`src/rtl/cphit_sqrt_pipe.sv`:
```
// Pipelined integer square root, one root bit per stage, with remainder.
// Standalone; used by circle_pick_hit_test_unit.
`timescale 1ns / 1ps
`default_nettype none

module cphit_sqrt_pipe #(
   parameter int RW = 34,
   parameter int SW = 1
) (
   input  wire logic            clock,
   input  wire logic            reset,
   input  wire logic            enable,
   input  wire logic            in_valid,
   input  wire logic [2*RW-1:0] in_radicand,
   input  wire logic [SW-1:0]   in_side,
   output logic                 out_valid,
   output logic [RW-1:0]        out_root,
   output logic [RW+2:0]        out_rem,
   output logic [SW-1:0]        out_side
);

   localparam int REMW = RW + 3;

   logic            valid_ff [RW];
   logic [RW-1:0]   root_ff  [RW];
   logic [REMW-1:0] rem_ff   [RW];
   logic [2*RW-1:0] rad_ff   [RW-1];
   logic [SW-1:0]   side_ff  [RW];

   for (genvar s = 0; s < RW; s++) begin : g_stage
      logic            valid_prev;
      logic [RW-1:0]   root_prev;
      logic [REMW-1:0] rem_prev;
      logic [2*RW-1:0] rad_prev;
      logic [SW-1:0]   side_prev;
      logic [REMW-1:0] rem_shift;
      logic [REMW-1:0] trial;
      logic            take;
      logic [RW-1:0]   root_in;
      logic [REMW-1:0] rem_in;

      if (s == 0) begin : g_first
         assign valid_prev = in_valid;
         assign root_prev  = '0;
         assign rem_prev   = '0;
         assign rad_prev   = in_radicand;
         assign side_prev  = in_side;
      end else begin : g_next
         assign valid_prev = valid_ff[s-1];
         assign root_prev  = root_ff[s-1];
         assign rem_prev   = rem_ff[s-1];
         assign rad_prev   = rad_ff[s-1];
         assign side_prev  = side_ff[s-1];
      end

      // bring down the next two radicand bits, try root*4+1
      assign rem_shift = {rem_prev[REMW-3:0], rad_prev[2*RW-1 -: 2]};
      assign trial     = {1'b0, root_prev, 2'b01};
      assign take      = rem_shift >= trial;
      assign root_in   = {root_prev[RW-2:0], take};
      assign rem_in    = take ? (rem_shift - trial) : rem_shift;

      always_ff @(posedge clock) begin
         if (reset) begin
            valid_ff[s] <= 1'b0;
         end else if (enable) begin
            valid_ff[s] <= valid_prev;
         end
      end

      always_ff @(posedge clock) begin
         if (enable) begin
            root_ff[s] <= root_in;
            rem_ff[s]  <= rem_in;
            side_ff[s] <= side_prev;
         end
      end

      if (s < RW - 1) begin : g_rad
         always_ff @(posedge clock) begin
            if (enable) begin
               rad_ff[s] <= {rad_prev[2*RW-3:0], 2'b00};
            end
         end
      end
   end

   assign out_valid = valid_ff[RW-1];
   assign out_root  = root_ff[RW-1];
   assign out_rem   = rem_ff[RW-1];
   assign out_side  = side_ff[RW-1];

endmodule

`default_nettype wire

```
`config.mk`:
```
export PLATFORM = sky130hd
export DESIGN_NAME = cphit_sqrt_pipe
export DESIGN_NICKNAME = d
export VERILOG_FILES = /design/src/rtl/cphit_sqrt_pipe.sv
export SDC_FILE = /design/constraint.sdc
export NUM_CORES = 2
export LEC_CHECK = 0
export BUFFER_PORTS_ARGS = -buffer_cell sky130_fd_sc_hd__clkbuf_2
export CORE_AREA = 5 5 483 723
export CTS_BUF_LIST = sky130_fd_sc_hd__clkbuf_16
export CTS_CLUSTER_DIAMETER = 150
export CTS_CLUSTER_SIZE = 20
export DETAILED_ROUTE_END_ITERATION = 8
export DIE_AREA = 0 0 488 728
export GPL_ROUTABILITY_DRIVEN = 0
export REMOVE_ABC_BUFFERS = 1
export SETUP_SLACK_MARGIN = 0.3
export SLEW_MARGIN = 40
export SYNTH_ARGS = -nofsm -noshare
export SYNTH_HDL_FRONTEND = slang
export SYNTH_MEMORY_MAX_BITS = 65536
export SYNTH_SLANG_ARGS = --single-unit
```
`constraint.sdc`:
```
create_clock -name clock -period 3.6 [get_ports clock]
set_clock_uncertainty 0.1 [all_clocks]
set_input_delay 0.36 -clock clock [delete_from_list [all_inputs] [get_ports clock]]
set_output_delay 0.36 -clock clock [all_outputs]
set_load 0.01 [all_outputs]
```
==> reports/summary.txt <==
Proportion of synthesized chip area in sequential cells -> 64.4%
Wire length of the first global-routing pass -> 481000 µm
Number of detailed-routing iterations run before antenna repair -> 6
Clock root buffer master -> sky130_fd_sc_hd__clkbuf_16
Number of distinct library cells after synthesis -> 87
Sink count of the clock tree -> 2924
Total power density per cell area -> 578 nW/µm²
Fin crit share -> 107%
Global Route Usage Sum -> 16.9%
Setup TNS -> -8850 ps
Shortest period the worst path allows -> 3830 ps
Leakage power -> 61.2 nW
Biggest fanout along the worst timing path -> 8
# rows -> 263
Data arrival at the endpoint of the critical path -> 4390 ps
Cell types occupying the most area after synthesis -> sky130_fd_sc_hd__edfxtp_1 (64%), sky130_fd_sc_hd__ha_1 (5.8%), sky130_fd_sc_hd__xnor2_1 (3.1%), sky130_fd_sc_hd__xor2_1 (3.1%), sky130_fd_sc_hd__o21ai_0 (2.4%)
Number of buffers between clock root and the deepest sink -> 4
Most common cell after layout, fill and taps aside -> sky130_fd_sc_hd__edfxtp_1
Aggregate global routing overflow -> 0
Crit path launch type -> register
Library cell occupying the most area in the post-synthesis netlist -> sky130_fd_sc_hd__edfxtp_1
Area occupied by multi-input gates -> 48900 µm²
I/O pin count -> 146
Status -> complete, but fails checks
Clk Latency, worst-skew pair -> 900 ps
Setup slack of the critical path after layout -> -235 ps
Iter 0 DRT Violations -> 4856
Dpl cell area -> 148000 µm²
Overall routed net length -> 315000 µm
Average size of a mapped cell -> 12.8 µm²
Post-CTS clock slew at the launch and capture registers of the worst setup and hold paths -> 80 ps
Ys flop type -> sky130_fd_sc_hd__edfxtp_1
Post-Syn Area -> 136000 µm²
Final hold violations -> 0
Post-detailed-route via-to-cell ratio -> 5.30
Violated checks -> negative setup slack
Total Nets Final -> 12600
Register bit total from synthesis -> 2924
Core Area -> 342000 µm²
Share of async-settable or async-resettable flops after synthesis -> 0%
Setup-failing EPs final -> 67
H-tree Lvls -> 4
RSZ-0062 raised after global routing -> yes
Max-cap violations -> 0
Count of flip-flops with a built-in enable after synthesis -> 2924
Die area -> 355000 µm²
Post-layout power -> 93.0 mW
Final std cell area, no fill -> 161000 µm²
Critical Path End Type -> register
Post-synthesis cell count -> 10600
Commonest cells after routing, fill and taps aside -> sky130_fd_sc_hd__edfxtp_1 (2924), sky130_fd_sc_hd__buf_4 (863), sky130_fd_sc_hd__nand2_1 (823)
Initial antenna violation count -> 6
Total number of vias -> 86900
Total of warnings raised by yosys -> 0
Fill cell instance count of the final layout -> 29400
Max-slew violation count -> 0
Maximum number of pins on one net before global-route repair -> 132
Worst-margin pin slew -> 1030 ps
Number of global-route vias before repair -> 89600
Maximum frequency from static timing analysis -> 261 MHz
Final routed DRC violation total -> 0
HPWL Detailed -> 224000 µm
Drt wl/cell -> 19.2 µm
Count of input and output buffers -> 145
Share of layout cells above drive strength 1 -> 17.9%
Area used by sequential logic in the layout -> 87800 µm²
Normalized max-slew margin -> 30.8%
Die Wd -> 488 µm
Data required, critical path -> 4160 ps
Vert. Die Dim -> 728 µm
Hold Path Class -> input port to register
Effective utilization at floorplan -> 39.8%
Worst Setup Path Type -> register to register
Remaining antenna violation count -> 0
Max rail drop VDD -> 0.532 mV
Synth-to-layout area growth -> 18.1%
Area fraction of the dominant cell type after synthesis -> 64.4%
TritonCTS clock tree -> built
Number of CTS-inserted buffers -> 172
## repair_timing
action,CTS,global route
endpoints found under the setup margin,868,830
hold endpoints to repair,96,0
cloned,17,9
pin swaps,197,157
hold buffers,99,0
buffers inserted,152,106
resized for setup,622,436
## power breakdown
part / total, mW / internal, mW / switching (mW)
combinational: 27.4 / 12.2 / 15.2
clock: 19.2 / 8.74 / 10.5
sequential: 46.3 / 43.4 / 2.99
total: 93.0 / 64.3 / 28.7
## worst paths after layout
kind	depth (start not counted)	start	slack, ps	to
hold / removal	2	in_radicand[8]	100	rad_ff[0][8]
setup reg to reg	13	rem_ff[3][6]	-230	rem_ff[4][24]
hold reg to reg	0	rad_ff[0][44]	280	rad_ff[0][112]
setup / recovery	13	rem_ff[3][6]	-230	rem_ff[4][24]
## metrics by stage
stage	util (%)	setup slack, ps	hold slack, ps	instances
2_1_floorplan	-	-3410	300	10400
3_3_place_gp	43.3	-493	300	15800
3_5_place_dp	43.3	-423	305	15800
4_1_cts	46.2	-212	0.0426	16300
5_1_grt	47.1	-327	42.7	16400
6_report	47.1	-235	98.8	16400
## state kept, by name, indices dropped and copies added (netlist names)
name,flops
rad_ff,1122
rem_ff,1139
root_ff,595
valid_ff,34
side_ff,34
## logic make-up after synthesis
family / Yosys count / share of synthesized area, %
buffers and inverters: 1032 / 2.86
AND/OR/NAND/NOR: 2835 / 10.3
multiplexers: 63 / 0.512
flip-flops: 2924 / 64.4
AO/OA/AOI/OAI: 2186 / 9.92
adder cells (fa/ha/maj): 633 / 5.81
XOR/XNOR: 959 / 6.17
other: 1 / 0.00275
## synth_stat cells, drive strengths merged, types with 25 or more instances
library cell and instances:
and2 77, nand2 851, a31oi 70, o21bai 79
xor2 478, mux2 54, o21ai 652, a21oi 574
o211ai 40, nor3 260, xnor2 481, buf 27
nor2 578, nand2b 122, nor3b 25, a21boi 32
or4 70, inv 817, nor4 140, or2 52
ha 633, and3 60, or3 110, nor2b 79
nand3b 36, a211oi 56, o21a 118, edfxtp 2924
nand3 202, o31ai 83, a21o 289, clkbuf 187
nand4 101
## layer usage
| metal | global-route usage, % | up-vias | part of all wire (%) |
|---|---|---|---|
| met2 | 33.3 | 2152 | 55 |
| met3 | 1.83 | 998 | 3.2 |
| met4 | 11.5 | 4 | 8.3 |
| met5 | 0 | - | 0.0095 |
| met1 | 16.3 | 42200 | 34 |
| li1 | - | 41500 | - |
## critical path, stage by stage, from the launching register on
cell and delay [ps]:
sky130_fd_sc_hd__edfxtp_1 390, sky130_fd_sc_hd__or4_4 570, sky130_fd_sc_hd__nor4_4 160, sky130_fd_sc_hd__or3b_4 410
sky130_fd_sc_hd__or4_4 420, sky130_fd_sc_hd__or3_4 350, sky130_fd_sc_hd__or3_4 350, sky130_fd_sc_hd__buf_6 140
sky130_fd_sc_hd__nor2_8 130, sky130_fd_sc_hd__inv_6 60, sky130_fd_sc_hd__buf_6 130, sky130_fd_sc_hd__nand2_8 140
sky130_fd_sc_hd__nor4_4 50, sky130_fd_sc_hd__xor2_1 150
## layout make-up
cell class	instances	share of cell area (%)
tap	4505	3.50
sequential	2924	54.6
inverter	818	1.93
timing repair buffer	1279	6.86
clock inverter	4	0.0575
multi-input combinational	6679	30.4
clock buffer	175	2.72
antenna	12	0.0187
Power figures use the tool's default switching activity.
